### src/hw/rtl/midi_running_status_event_parser_defines.svh
// Assertion helpers for the RTL file that carries checks.
// Both expect a clock named clk_i and an active-low reset named rst_ni.
`ifndef MIDI_RUNNING_STATUS_EVENT_PARSER_DEFINES_SVH
`define MIDI_RUNNING_STATUS_EVENT_PARSER_DEFINES_SVH

// The property must hold at every clock edge outside reset.
`define MRSEP_ASSERT(label, prop, msg) \
  label: assert property (@(posedge clk_i) disable iff (!rst_ni) prop) else $error(msg);

// The condition must never be seen at a clock edge outside reset.
`define MRSEP_NEVER(label, cond, msg) \
  label: assert property (@(posedge clk_i) disable iff (!rst_ni) !(cond)) else $error(msg);

`endif

### src/hw/rtl/mrsep_pkg.sv
package mrsep_pkg;

  // Kinds of result produced by the parser.
  typedef enum logic [1:0] {
    EV_CLOCK       = 2'd0,
    EV_START       = 2'd1,
    EV_NOTE_ON     = 2'd2,
    EV_PROG_CHANGE = 2'd3
  } event_kind_e;

  // Request operation codes.
  localparam logic OP_WAIT = 1'b0;
  localparam logic OP_BYTE = 1'b1;

  // System real-time bytes that produce a result.
  localparam logic [7:0] STATUS_CLOCK = 8'hF8;
  localparam logic [7:0] STATUS_START = 8'hFA;

  // Upper nibbles of status bytes.
  localparam logic [3:0] NIB_NOTE_OFF   = 4'h8;
  localparam logic [3:0] NIB_NOTE_ON    = 4'h9;
  localparam logic [3:0] NIB_POLY_PRESS = 4'hA;
  localparam logic [3:0] NIB_CTRL       = 4'hB;
  localparam logic [3:0] NIB_PROG       = 4'hC;
  localparam logic [3:0] NIB_CHAN_PRESS = 4'hD;
  localparam logic [3:0] NIB_PITCH      = 4'hE;
  localparam logic [3:0] NIB_SYSTEM     = 4'hF;

  localparam int unsigned SampleRateWidth = 18;
  localparam logic [SampleRateWidth-1:0] SAMPLE_RATE_RESET = 18'd44100;

  // Wait times are in hundredths of a second.
  localparam logic [6:0] TICKS_PER_SEC = 7'd100;

  // floor(x / 100) = (x * RECIP) >> SHIFT, exact for 24-bit and 25-bit x.
  localparam logic [24:0] RECIP_WAIT = 25'd21474837;
  localparam int unsigned ShiftWait  = 31;
  localparam logic [25:0] RECIP_REM  = 26'd42949673;
  localparam int unsigned ShiftRem   = 32;

  // One parsed event as it travels down the pipeline.
  typedef struct packed {
    logic        fire;
    event_kind_e kind;
    logic [3:0]  chan;
    logic [6:0]  value;
    logic [6:0]  vel;
  } mrsep_evt_t;

  // Stage advance strobes for the timestamp datapath.
  typedef struct packed {
    logic s1;
    logic s2;
    logic s3;
  } mrsep_adv_t;

  // Number of data bytes that follow a channel status byte.
  function automatic logic [1:0] msg_length(logic [7:0] status);
    logic [1:0] len;
    len = 2'd0;
    unique case (status[7:4]) inside
      NIB_NOTE_OFF, NIB_NOTE_ON, NIB_POLY_PRESS, NIB_CTRL, NIB_PITCH: len = 2'd2;
      NIB_PROG, NIB_CHAN_PRESS: len = 2'd1;
      default: len = 2'd0;
    endcase
    return len;
  endfunction

endpackage

### src/hw/rtl/mrsep_time_scale.sv
module mrsep_time_scale #(
  parameter int unsigned TS_W = 32
) (
  input  logic                                  clk_i,
  input  mrsep_pkg::mrsep_adv_t                 adv_i,
  input  logic [23:0]                           wait_time_i,
  input  logic [mrsep_pkg::SampleRateWidth-1:0] sample_rate_i,
  output logic [TS_W-1:0]                       scaled_o
);
  import mrsep_pkg::*;

  // wait_time = 100*q + r, so wait_time*rate/100 = q*rate + floor(r*rate/100).
  logic [48:0] wait_prod;
  logic [17:0] quot_c;
  logic [23:0] rem_full;
  logic [17:0] quot_q;
  logic [6:0]  rem_q;
  logic [35:0] p1_c, p1_q, p1_s3_q;
  logic [24:0] p2_c, p2_q;
  logic [50:0] rem_prod;
  logic [17:0] frac_c, frac_q;

  assign wait_prod = 49'(wait_time_i) * 49'(RECIP_WAIT);
  assign quot_c    = wait_prod[ShiftWait+17:ShiftWait];
  assign rem_full  = wait_time_i - 24'(24'(quot_c) * 24'(TICKS_PER_SEC));

  assign p1_c = 36'(quot_q) * 36'(sample_rate_i);
  assign p2_c = 25'(rem_q) * 25'(sample_rate_i);

  assign rem_prod = 51'(p2_q) * 51'(RECIP_REM);
  assign frac_c   = rem_prod[ShiftRem+17:ShiftRem];

  always_ff @(posedge clk_i) begin
    if (adv_i.s1) begin
      quot_q <= quot_c;
      rem_q  <= rem_full[6:0];
    end
    if (adv_i.s2) begin
      p1_q <= p1_c;
      p2_q <= p2_c;
    end
    if (adv_i.s3) begin
      p1_s3_q <= p1_q;
      frac_q  <= frac_c;
    end
  end

  assign scaled_o = TS_W'(37'(p1_s3_q) + 37'(frac_q));

endmodule

### config.mk
export PLATFORM = sky130hd
export DESIGN_NAME = mrsep_time_scale
export DESIGN_NICKNAME = d
export VERILOG_FILES = /design/src/hw/rtl/midi_running_status_event_parser_defines.svh /design/src/hw/rtl/mrsep_pkg.sv /design/src/hw/rtl/mrsep_time_scale.sv
export SDC_FILE = /design/constraint.sdc
export NUM_CORES = 2
export LEC_CHECK = 0
export BUFFER_PORTS_ARGS = -buffer_cell sky130_fd_sc_hd__buf_2
export CAP_MARGIN = 20
export CORE_ASPECT_RATIO = 1.1
export CORE_MARGIN = 3
export CORE_UTILIZATION = 49
export CTS_BUF_LIST = sky130_fd_sc_hd__clkbuf_8
export CTS_CLUSTER_SIZE = 16
export DETAILED_ROUTE_END_ITERATION = 6
export PLACE_DENSITY_LB_ADDON = 0.25
export REMOVE_ABC_BUFFERS = 1
export SLEW_MARGIN = 20
export SYNTH_ARGS = -nofsm -noshare
export SYNTH_HDL_FRONTEND = slang
export SYNTH_SLANG_ARGS = --single-unit
### constraint.sdc
create_clock -name clk_i -period 8.4 [get_ports clk_i]
set_clock_uncertainty 0.15 [all_clocks]
set_input_delay 1.68 -clock clk_i [delete_from_list [all_inputs] [get_ports clk_i]]
set_output_delay 1.68 -clock clk_i [all_outputs]
set_load 0.01 [all_outputs]
==> results.md <==
* Sequential-to-total area share from yosys stat at 0.1046
* Slowest CP cell: fa_1
* RSZ-0062 raised after global routing: false
* Main synth FF type: edfxtp_1
* CTS tree: done
* Pin slew with the least headroom to its limit at 0.9850 ns
* WS Path Type: input pin to flip-flop
* Status: complete, no violations
* PostCTS Resize Cnt at 0
* Rel. slew slack at 0.3433
* Hold crit path type: flip-flop to flip-flop
* Die Height at 297.7 um
* IO Count at 78
* # Max-Cap Violations at 0
* Vias in the first global route at 27,440
* WL/cell at 17.36 um
* Total placed cells including tap cells at 4,925
* Fin. Hold Viols at 0
* Final setup vio count at 0
* Port bufs at 77
* Largest net degree at the start of global routing at 58
* Initial drt markers at 1,112
* TritonCTS Sinks at 132
* Num rows at 106
* Critical path peak fanout at 3
* Post-CTS Hold Fix Bufs at 0
* Number of synthesized flops with an enable pin at 132
* DRT Wirelength at 86,080 um
* Crit. Startpoint: wait_time_i[1]
* Global Route Usage Sum at 0.2249
* Die Wd at 271.1 um
* Core area at 76,260 um^2
* Final setup TNS at 0 ns
* Synth unique cells at 66
* Avg Vias per Cell at 5.027
* CTS max path bufs at 2
* RR Startpoint: p2_q[10]$_DFFE_PP_
* Async SR Flop Fraction at 0
* Routing usage on met2 at 0.4052
* Synthesis Warnings at 0
* Met3 Track Usage GR at 0.02328
* Initial core utilization at 0.4968
* Hold Path Origin: p1_q[21]$_DFFE_PP_
* Synth Cell Area at 37,890 um^2
* CTS Buf Count at 17
* Fmax at 125.5 MHz
* Seq cells post-synth at 132
* Post-Layout Cell Count at 4,958
* Post-DRT Antenna Nets at 0
* Clock Latency Late Sink at 0.56 ns
* Root buffer cell: clkbuf_8
* Final Slew Violations at 0
* Die area at 80,700 um^2
* Grt peak-use layer: met2
* Final period util at 0.9483
* Share of layout cells above drive strength 1 at 0.05571
* WP data required at 8.54 ns
* Initial antenna violation count at 2
* GRT overflow at 0
* Postcts setup bufs at 0
* Global-route wire length before repair at 142,900 um
* RePlAce Congestion at 0.9276
* Worst EP arrival at 8.11 ns
* Drt first pass iters at 5
* Final min period at 7.966 ns
* DR DRC count at 0
* Nets@finish at 5,375
* Slowest Stage Delay on Critical Path at 0.54 ns
* Post-DP HPWL at 74,720 um
* Worst setup SP type: input pin
* H-tree levels at 4
* Cell mode on critical path: fa_1
* Area Growth Syn to Fin at 6.228%
* GR Layer Usage met1 at 0.2876
* Clk slew on worst S/H paths at 0.09 ns
* Via count at 24,920
* Synthesized instance count at 3,821
* Critical Path End Type: flip-flop
* Mean Syn Cell Area at 9.916 um^2
[cell type report]
class | count | area, um^2
fillers | 6991 | 36010
clock buffers | 17 | 234.0
diodes | 1 | 2.502
multi-input cells | 2544 | 29630
inverters | 1065 | 3998
repair buffers | 158 | 996.0
clock inverters | 15 | 143.9
well taps | 1026 | 1284
flip-flops and latches | 132 | 3964
[synthesized netlist by cell type (all sizes together) (2+ instances only)]
master	n	area [um^2]
inv	1065	3998
fa	745	14910
ha	666	8333
nand2	365	1373
and2	134	838.3
edfxtp	132	3964
a21oi	90	473.0
xnor2	90	788.3
nor2	83	311.6
clkbuf	80	300.3
a21o	52	390.4
o21ai	51	255.2
xor2	33	289.0
o21a	27	202.7
nand3	25	125.1
nor3	25	125.1
nand4	15	93.84
and3	14	88.84
nor2b	14	87.58
nand2b	13	81.33
a211oi	12	100.1
o21bai	11	82.58
o211ai	8	65.06
a21boi	7	56.30
or2	7	43.79
nor4	6	37.54
or3	6	42.54
a31oi	5	31.28
a211o	3	27.53
a221o	3	30.03
a221oi	3	38.79
and4	3	26.28
o31a	3	26.28
a2111oi	2	23.77
a22oi	2	15.01
nor3b	2	15.01
o2111ai	2	17.52
o221ai	2	23.77
o31ai	2	15.01
[critical path, delay by kind of cell]
family	cells	cell delay, ns
AND/OR/NAND/NOR	2	0.17
XOR/XNOR	2	0.29
adder cells (fa/ha/maj)	10	4.11
AO/OA/AOI/OAI	9	1.45
buffers and inverters	6	0.39
[state kept, by name, indices dropped and copies added (netlist names)]
register  cells
rem_q         7
p1_q         32
p1_s3_q      32
frac_q       18
p2_q         25
quot_q       18
[worst paths after layout]
check,cells after the start,slack [ns],endpoint
setup / recovery,29,0.43,rem_q[6]$_DFFE_PP_
hold / removal,0,0.26,p1_s3_q[21]$_DFFE_PP_
setup reg to reg,24,0.95,frac_q[16]$_DFFE_PP_
hold reg to reg,0,0.26,p1_s3_q[21]$_DFFE_PP_
[kinds of logic after synthesis]
family / Yosys count / synth area share
AOI/OAI and AO/OA: 293 / 0.05161
xor gates and xnor gates: 124 / 0.02903
adders and majority gates: 1412 / 0.6138
buffers and inverters: 1145 / 0.1134
DFF: 132 / 0.1046
muxes: 1 / 0.0002642
and+or+nand+nor: 714 / 0.08721
[per-layer routing]
layer  part of all wire  routed length, um
met4              0.026               2276
met3              0.035               3031
met5                  0                  0
met2               0.51              44110
met1               0.43              36660
[per-stage QoR]
| stage | hold slack, ns | cell area (um^2) | util | setup slack, ns |
|---|---|---|---|---|
| 5_1_grt | 0.2757 | 40250 | 0.5278 | 0.1420 |
| 2_1_floorplan | 0.2503 | 37590 | - | 0.2746 |
| 4_1_cts | 0.2668 | 40240 | 0.5277 | 0.4632 |
| 6_report | 0.2613 | 40250 | 0.5278 | 0.4341 |
| 3_5_place_dp | 0.2545 | 39870 | 0.5228 | -0.1627 |
| 3_3_place_gp | 0.2510 | 39870 | 0.5228 | -0.1404 |
[cells in the final DEF, fill, tap and decap left out, types with 13 or more instances in the layout]
| cell type | Yosys | layout |
|---|---|---|
| xor2_1 | 33 | 33 |
| inv_1 | 1064 | 1064 |
| a21oi_1 | 84 | 84 |
| nand2_1 | 364 | 364 |
| fa_1 | 745 | 745 |
| xnor2_1 | 90 | 90 |
| nor3_1 | 25 | 25 |
| clkbuf_8 | 0 | 17 |
| a21o_1 | 52 | 52 |
| and2_1 | 134 | 134 |
| nor2_1 | 83 | 83 |
| and3_1 | 13 | 13 |
| nand3_1 | 25 | 25 |
| ha_1 | 666 | 666 |
| nand2b_1 | 13 | 13 |
| nand4_1 | 15 | 15 |
| o21ai_0 | 44 | 44 |
| buf_4 | 0 | 82 |
| nor2b_1 | 14 | 14 |
| o21a_1 | 27 | 27 |
| edfxtp_1 | 132 | 132 |
| buf_2 | 0 | 76 |
Power is not shown: default switching activity piles up to over one toggle a cycle in this logic, so the estimate is an artifact.
