### src/hw/rtl/midi_running_status_event_parser_defines.svh
// Assertion helpers for the RTL file that carries checks.
// Both expect a clock named clk_i and an active-low reset named rst_ni.
`ifndef MIDI_RUNNING_STATUS_EVENT_PARSER_DEFINES_SVH
`define MIDI_RUNNING_STATUS_EVENT_PARSER_DEFINES_SVH

// The property must hold at every clock edge outside reset.
`define MRSEP_ASSERT(label, prop, msg) \
  label: assert property (@(posedge clk_i) disable iff (!rst_ni) prop) else $error(msg);

// The condition must never be seen at a clock edge outside reset.
`define MRSEP_NEVER(label, cond, msg) \
  label: assert property (@(posedge clk_i) disable iff (!rst_ni) !(cond)) else $error(msg);

`endif

### src/hw/rtl/mrsep_pkg.sv
package mrsep_pkg;

  // Kinds of result produced by the parser.
  typedef enum logic [1:0] {
    EV_CLOCK       = 2'd0,
    EV_START       = 2'd1,
    EV_NOTE_ON     = 2'd2,
    EV_PROG_CHANGE = 2'd3
  } event_kind_e;

  // Request operation codes.
  localparam logic OP_WAIT = 1'b0;
  localparam logic OP_BYTE = 1'b1;

  // System real-time bytes that produce a result.
  localparam logic [7:0] STATUS_CLOCK = 8'hF8;
  localparam logic [7:0] STATUS_START = 8'hFA;

  // Upper nibbles of status bytes.
  localparam logic [3:0] NIB_NOTE_OFF   = 4'h8;
  localparam logic [3:0] NIB_NOTE_ON    = 4'h9;
  localparam logic [3:0] NIB_POLY_PRESS = 4'hA;
  localparam logic [3:0] NIB_CTRL       = 4'hB;
  localparam logic [3:0] NIB_PROG       = 4'hC;
  localparam logic [3:0] NIB_CHAN_PRESS = 4'hD;
  localparam logic [3:0] NIB_PITCH      = 4'hE;
  localparam logic [3:0] NIB_SYSTEM     = 4'hF;

  localparam int unsigned SampleRateWidth = 18;
  localparam logic [SampleRateWidth-1:0] SAMPLE_RATE_RESET = 18'd44100;

  // Wait times are in hundredths of a second.
  localparam logic [6:0] TICKS_PER_SEC = 7'd100;

  // floor(x / 100) = (x * RECIP) >> SHIFT, exact for 24-bit and 25-bit x.
  localparam logic [24:0] RECIP_WAIT = 25'd21474837;
  localparam int unsigned ShiftWait  = 31;
  localparam logic [25:0] RECIP_REM  = 26'd42949673;
  localparam int unsigned ShiftRem   = 32;

  // One parsed event as it travels down the pipeline.
  typedef struct packed {
    logic        fire;
    event_kind_e kind;
    logic [3:0]  chan;
    logic [6:0]  value;
    logic [6:0]  vel;
  } mrsep_evt_t;

  // Stage advance strobes for the timestamp datapath.
  typedef struct packed {
    logic s1;
    logic s2;
    logic s3;
  } mrsep_adv_t;

  // Number of data bytes that follow a channel status byte.
  function automatic logic [1:0] msg_length(logic [7:0] status);
    logic [1:0] len;
    len = 2'd0;
    unique case (status[7:4]) inside
      NIB_NOTE_OFF, NIB_NOTE_ON, NIB_POLY_PRESS, NIB_CTRL, NIB_PITCH: len = 2'd2;
      NIB_PROG, NIB_CHAN_PRESS: len = 2'd1;
      default: len = 2'd0;
    endcase
    return len;
  endfunction

endpackage

### src/hw/rtl/mrsep_byte_parser.sv
module mrsep_byte_parser (
  input  logic                 clk_i,
  input  logic                 rst_ni,
  input  logic                 take_i,
  input  logic [7:0]           midi_byte_i,
  output mrsep_pkg::mrsep_evt_t evt_o
);
  import mrsep_pkg::*;

  logic [7:0] status_q, status_d;
  logic [1:0] remain_q, remain_d;
  logic       pos_q, pos_d;
  logic [6:0] data_q [2];
  logic [6:0] data_d [2];
  logic [1:0] run_len;
  logic       fire_msg;

  assign run_len = msg_length(status_q);

  always_comb begin
    status_d = status_q;
    remain_d = remain_q;
    pos_d    = pos_q;
    data_d   = data_q;
    fire_msg = 1'b0;
    evt_o    = '0;
    if (take_i) begin
      if (midi_byte_i[7:4] == NIB_SYSTEM) begin
        // System bytes leave the message state alone.
        if (midi_byte_i == STATUS_CLOCK) begin
          evt_o.fire = 1'b1;
          evt_o.kind = EV_CLOCK;
        end else if (midi_byte_i == STATUS_START) begin
          evt_o.fire = 1'b1;
          evt_o.kind = EV_START;
        end
      end else if (midi_byte_i[7]) begin
        status_d = midi_byte_i;
        remain_d = msg_length(midi_byte_i);
        pos_d    = 1'b0;
      end else if (remain_q != 2'd0) begin
        data_d[pos_q] = midi_byte_i[6:0];
        pos_d         = ~pos_q;
        remain_d      = remain_q - 2'd1;
        fire_msg      = (remain_q == 2'd1);
      end else if (run_len != 2'd0) begin
        // Running status; a cleared status has zero length and drops the byte.
        data_d[0] = midi_byte_i[6:0];
        pos_d     = 1'b1;
        remain_d  = run_len - 2'd1;
        fire_msg  = (run_len == 2'd1);
      end
      if (fire_msg) begin
        case (status_q[7:4])
          NIB_NOTE_ON: begin
            evt_o.fire  = 1'b1;
            evt_o.kind  = EV_NOTE_ON;
            evt_o.chan  = status_q[3:0];
            evt_o.value = data_d[0];
            evt_o.vel   = data_d[1];
          end
          NIB_PROG: begin
            evt_o.fire  = 1'b1;
            evt_o.kind  = EV_PROG_CHANGE;
            evt_o.chan  = status_q[3:0];
            evt_o.value = data_d[0];
          end
          default: evt_o.fire = 1'b0;
        endcase
      end
    end
  end

  always_ff @(posedge clk_i or negedge rst_ni) begin
    if (!rst_ni) begin
      status_q <= '0;
      remain_q <= '0;
      pos_q    <= 1'b0;
    end else begin
      status_q <= status_d;
      remain_q <= remain_d;
      pos_q    <= pos_d;
    end
  end

  always_ff @(posedge clk_i) begin
    data_q <= data_d;
  end

endmodule

### config.mk
export PLATFORM = sky130hd
export DESIGN_NAME = mrsep_byte_parser
export DESIGN_NICKNAME = d
export VERILOG_FILES = /design/src/hw/rtl/midi_running_status_event_parser_defines.svh /design/src/hw/rtl/mrsep_pkg.sv /design/src/hw/rtl/mrsep_byte_parser.sv
export SDC_FILE = /design/constraint.sdc
export NUM_CORES = 1
export LEC_CHECK = 0
export ABC_AREA = 0
export BUFFER_PORTS_ARGS = -buffer_cell sky130_fd_sc_hd__buf_2
export CAP_MARGIN = 20
export CELL_PAD_IN_SITES_DETAIL_PLACEMENT = 0
export CELL_PAD_IN_SITES_GLOBAL_PLACEMENT = 1
export CORE_AREA = 2 2 81 52
export DETAILED_ROUTE_END_ITERATION = 6
export DIE_AREA = 0 0 83 54
export HOLD_SLACK_MARGIN = 0.1
export PLACE_DENSITY_LB_ADDON = 0.25
export SYNTH_ARGS = -nofsm -noshare
export SYNTH_HDL_FRONTEND = slang
export SYNTH_SLANG_ARGS = --single-unit
### constraint.sdc
create_clock -name clk_i -period 2.1 [get_ports clk_i]
set_input_delay 0.21 -clock clk_i [delete_from_list [all_inputs] [get_ports clk_i]]
set_output_delay 0.21 -clock clk_i [all_outputs]
set_load 0.02 [all_outputs]
==> results of run 1 <==
## layer usage
layer / up-vias / wire length [um] / part of all wire / GRT usage
met5: - / 0 / 0 / 0
met4: 0 / 12 / 0.0029 / 0.0164
met3: 2 / 224 / 0.053 / 0.0521
met2: 30 / 1950 / 0.47 / 0.317
met1: 688 / 2000 / 0.48 / 0.250
li1: 635 / - / - / -
## metrics by stage
step / hold slack [ps] / cells / utilization / power, mW / setup TNS [ps]
finish: 237 / 239 / 0.535 / 1.72 / -196
detailed placement: 100 / 228 / 0.433 / 1.19 / 0
global route: 229 / 239 / 0.535 / 1.81 / -1040
global placement: 93.8 / 228 / 0.433 / 1.17 / 0
floorplan: -85.6 / 152 / - / 1.09 / 0
CTS: 222 / 237 / 0.485 / 1.62 / -145
## state kept, by name, indices dropped and copies added, names as in the netlist
name and cells:
data_q 14, status_q 8, remain_q 2, pos_q 1
## what timing repair did
item,CTS,global route
endpoints found under the hold margin,11,0
hold buffers,1,0
pin swaps,6,13
cloned,0,1
gates resized for setup,20,51
buffers inserted,5,2
endpoints found under the setup margin,20,21
## worst max path at each step
| stage | start | endpoint | slack (ps) | cells past startpoint |
|---|---|---|---|---|
| finish | status_q[5] | evt_o[9] | -50 | 9 |
| global route | status_q[5] | evt_o[9] | -140 | 8 |
| CTS | status_q[5] | evt_o[12] | -30 | 8 |
| detailed placement | status_q[5] | evt_o[13] | 110 | 9 |
| global placement | status_q[5] | evt_o[7] | 130 | 9 |
| floorplan | status_q[5] | evt_o[10] | 270 | 7 |
## cells in the final DEF (no fill, tap or decap), types with 3 or more instances in the layout
master,instances
buf_6,11
mux2_1,4
nand2_1,16
dfrtp_1,9
o21ai_0,8
a21oi_2,5
buf_2,17
inv_1,9
a21oi_1,9
edfxtp_1,14
buf_4,13
nor2_4,4
nand4_1,11
o31ai_4,7
clkbuf_8,3
nand3_1,8
## critical path: stages (launching register included)
cell	delay, ps
dfrtp_1	380
inv_2	60
o21ai_2	140
nand2_2	100
ha_4	180
nor3b_4	150
buf_12	170
o31ai_4	230
a21oi_1	90
buf_4	160
## cell type report
cell class,count,area (um2)
tap,50,62.6
clock buffer,3,41.3
inverter,11,41.3
clock inverter,1,6.26
fill,361,1790
sequential,25,698
multi-input combinational,106,875
timing repair buffer,43,337
## cells by family after synthesis
logic type               synth area share
AO/OA/AOI/OAI                       0.176
XOR/XNOR                          0.00594
adder cells (fa/ha/maj)            0.0170
buffers and inverters              0.0712
flip-flops                          0.472
multiplexers                       0.0526
AND/OR/NAND/NOR                     0.206
## where the power goes
part / total [mW] / switching [mW] / leakage [nW] / internal, mW
sequential: 0.760 / 0.114 / 0.263 / 0.646
combinational: 0.654 / 0.383 / 0.568 / 0.271
clock: 0.302 / 0.167 / 0.0260 / 0.136
total: 1.72 / 0.664 / 0.857 / 1.05
==> metrics.txt, run 1 <==
Antenna Violating Nets Remaining=0; post-synthesis instance area=1480 um2; Critical Path AT=1940 ps; Slew Viols, Final=0; Nets=203; setup slack, reg-to-reg=~190 ps; period utilisation layout=1.02; width of the chip=roughly 83 um; Syn Area/Cell=between 9 and 10 um2; critical path class=reg -> out; Setup Viol. Count Final=7; maximum vdd drop=0.000378 V; Via density=5.67; Reg-to-Reg End=data_q[10]; core area=3850 um2; max-cap viol count=0; vias in the first global route=1276; first-pass GRT wire length=6470 um; P&R area growth vs syn=39.7%; Synth Instances=152; min cycle time layout=2150 ps; Reg clk slew, reported paths=~100 ps; largest fanout on the critical path=7; ys async rst share=0.440; leading area contributor after synthesis=edfxtp_1; Synth Warn #=0; Max Clk Rate=465 MHz; # IOs=32; most frequent cells after synthesis=18 x nand2_1, 14 x a21oi_1, 14 x edfxtp_1; RSZ-0062 raised after global routing=yes; flops & latches, synth=25; pre-CTS setup slack=115 ps; H-tree Lvls=1; sequential-to-total area share from yosys stat=0.472; CTS tree=done; status=finished, violations left; leakage=0.857 nW; crit path capture type=output pin; post-DP HPWL=roughly 2800 um; top_reg_cell synth=edfxtp_1; Initial Util=0.383; RR Startpoint=status_q[5]; post-route setup slack=-49.6 ps; drt total wl=4190 um; failing checks=setup timing; root buffer cell=clkbuf_8; Yosys top cell area share=0.285; pwr/cell area=833 nW/um2; share of layout cells above drive strength 1=0.444; Std-Cell Rows=18; Finished Cell Area=2060 um2; Worst Hold Depth=2; DR vias=1355; min-delay src=midi_byte_i[3]; RePlAce Congestion=0.821; Worst EP required=between 1500 and 2000 ps; Total GRT Usage=0.186; Synthesized Nets=165; most common cell in the netlist=nand2_1; Synth area leaders=edfxtp_1 28%, dfrtp_1 19%, a21oi_1 4.7%; drt wl/cell=about 18 um; Hold Path Sink=status_q[3]; clock latency on the worst-skew pair=280 ps; Die H=54 um; Post-DP Area=between 1500 and 2000 um2; port bufs=31; die area=4480 um2; initial DRC count=roughly 80; TritonCTS buffer count=3; Slew HR=0.717; GRT overflow=0; Final Skew=about 5.2 ps; final hold vios=0; largest net degree at the start of global routing=24; number of synthesized flops with an enable pin=14; Worst Tran Pin Value=around 420 ps; clk buf depth=2; Yosys cell types=39; initial antenna violation count=0; crit start category=flop; Sink Count=25; # DRC=0; # diodes=0; reg2reg path depth=9; first-pass iteration count of the detailed router=4; worst hold path type=in -> reg
No activity file was read; power rests on OpenSTA's default activity.
==> run 2, diff against run 1 <==
CORE_AREA = 2 2 85 54   (was 2 2 81 52)
DIE_AREA = 0 0 87 56   (was 0 0 83 54)
clock period = 1.9 ns   (was 2.1 ns; I/O delays follow)
==> run 2 against run 1 <==
Against the previous run:
- the run still ends with setup timing left
- final cell count is 1.7% higher
- first-iteration DRC count is 65% higher
- critical path type unchanged
- largest cell class unchanged
- combinational power is 11% higher
- wire length is 0.53% higher
- critical path depth is 1 lower
- via count is 0.81% higher
- clock skew is 3.6 ps lower
==> metrics.txt, run 2 (synthesis gave the netlist of run 1 again) <==
status=finished, violations left; failing checks=setup timing; P&R area growth vs syn=41.4%; Via density=5.62 (-0.85%); Worst EP required=1710 ps (-180 ps); Most flops, register=data_q; first-pass iteration count of the detailed router=4 (unchanged); initial DRC count=130 (+65%); Die H=56 um (+3.7%); Slew Viols, Final=0 (unchanged); min cycle time layout=2080 ps; largest fanout on the critical path=8 (+1); first-pass GRT wire length=6490 um (+0.22%); H-tree Lvls=1 (unchanged); vias in the first global route=1297 (+1.6%); min-delay src=midi_byte_i[0]; Sink Count=25 (unchanged); # DRC=0 (unchanged); pwr/cell area=904 nW/um2 (+8.5%); leakage=0.865 nW (+0.87%); # IOs=32 (unchanged); initial antenna violation count=0 (unchanged); Reg clk slew, reported paths=90 ps (about the same); post-route setup slack=-181 ps (-131 ps); RePlAce Congestion=0.770 (-6.3%); CP delay by family, top=simple AND/OR/NAND/NOR gates; final core occ=0.517 (-0.0177); reg2reg path depth=7 (-2); crit start category=flop; Setup Viol. Count Final=19 (+12); port bufs=31 (unchanged); die area=4870 um2 (+8.7%); Critical Path Max Stage Delay=430 ps (+50 ps); drt wl/cell=17.3 um (-1.1%); clk buf depth=2 (unchanged); Hold Path Sink=status_q[0]; Reg-to-Reg End=data_q[10]; drt total wl=4210 um (+0.53%); Worst Tran Pin Value=409 ps (-14.6 ps); root buffer cell=clkbuf_8; post-DP HPWL=2850 um (+1.2%); RSZ-0062 raised after global routing=yes; Slew HR=0.727 (+0.00942); DR vias=1366 (+0.81%); TritonCTS buffer count=3 (unchanged); Crit-path slowest cell=or3b_4; crit path cell chain=inv_2, o21ai_2, nand2_2, ha_2, or3b_4, nand4_1, a21oi_1, buf_2; Max Clk Rate=about 480 MHz; Initial Util=0.366 (-0.0171); max-cap viol count=0 (unchanged); clock latency on the worst-skew pair=270 ps (about the same); critical path class=reg -> out; period utilisation layout=1.10; largest net degree at the start of global routing=21 (-13%); worst hold path type=in -> reg; RR Startpoint=status_q[5]; Finished Cell Area=2090 um2 (+1.2%); CP bufs+invs=2 (-1); setup slack, reg-to-reg=190 ps (about the same); maximum vdd drop=0.000300 V (-21%); Post-DP Area=1700 um2 (+1.8%); Critical Path Stages=8 (-1); CTS tree=done; Worst Hold Depth=2 (unchanged); crit path capture type=output pin; Antenna Violating Nets Remaining=0 (unchanged); Nets=207 (+2.0%); final hold vios=0 (unchanged); Final Skew=1.55 ps (-3.63 ps); commonest cells after routing, fill and taps aside=20 x buf_4, 16 x nand2_1, 14 x edfxtp_1; commonest non-fill, non-tap cell in the layout=buf_4; width of the chip=87 um (+4.8%); max reg flops=14 (unchanged); core area=4030 um2 (+4.7%); Total GRT Usage=0.169 (-0.0173); Std-Cell Rows=18 (unchanged); GRT overflow=0 (unchanged); Critical Path AT=1890 ps (-50 ps); share of layout cells above drive strength 1=0.487 (+0.0426); # diodes=0 (unchanged); top flop regs=data_q (14), status_q (8), remain_q (2)
[run 2: per-stage QoR]
step	std cells	worst slack [ps]	hold WS [ps]	power (mW)	TNS, ps
after floorplan	152	85.5	-106	1.21	0
after global placement	232	-37.0	75.7	1.31	-91.2
after detailed placement	232	-112	80.1	1.34	-572
after CTS	242	-208	210	1.84	-2720
after global routing	243	-279	214	2.01	-4610
final	243	-181	216	1.89	-2620
[run 2: layer usage]
layer | part of all wire | up-vias | global-route usage | wire (um)
met4 | 0.011 | 0 | 0.0424 | 45
met1 | 0.47 | 679 | 0.248 | 1970
met2 | 0.47 | 40 | 0.254 | 1960
met5 | 0 | - | 0 | 0
met3 | 0.056 | 4 | 0.0312 | 234
li1 | - | 643 | - | -
[run 2: final cells by class]
class                      instances  area, um2
inverter                          11       41.3
sequential                        25        698
multi-input combinational        106        867
timing repair buffer              47        372
tap                               50       62.6
fill                             380       1950
clock buffer                       4       45.0
[run 2: repair_timing]
action | CTS | global route
hold buffers | 1 | 0
resized for setup | 32 | 46
endpoints found under the hold margin | 11 | 0
buffers inserted | 5 | 1
pin swaps | 12 | 7
endpoints found under the setup margin | 21 | 21
[run 2: where the power goes]
| group | internal (mW) | switching [mW] |
|---|---|---|
| clock | 0.150 | 0.175 |
| combinational | 0.304 | 0.423 |
| sequential | 0.715 | 0.118 |
| total | 1.17 | 0.716 |
[run 2: worst max path at each step]
stage | start | to | slack [ps]
after floorplan | status_q[5] | evt_o[10] | 90
after global placement | status_q[5] | evt_o[7] | -40
after detailed placement | status_q[5] | evt_o[7] | -110
after CTS | status_q[5] | evt_o[10] | -210
after global routing | status_q[5] | evt_o[9] | -280
final | status_q[5] | evt_o[13] | -180
[run 2: worst reg2reg max path: stages, from the launching register on]
cell	delay (ps)
dfrtp_1	400
inv_2	80
o21ai_2	60
nand2_2	80
ha_2	200
or3b_4	430
nand4_1	160
nand2_1	60
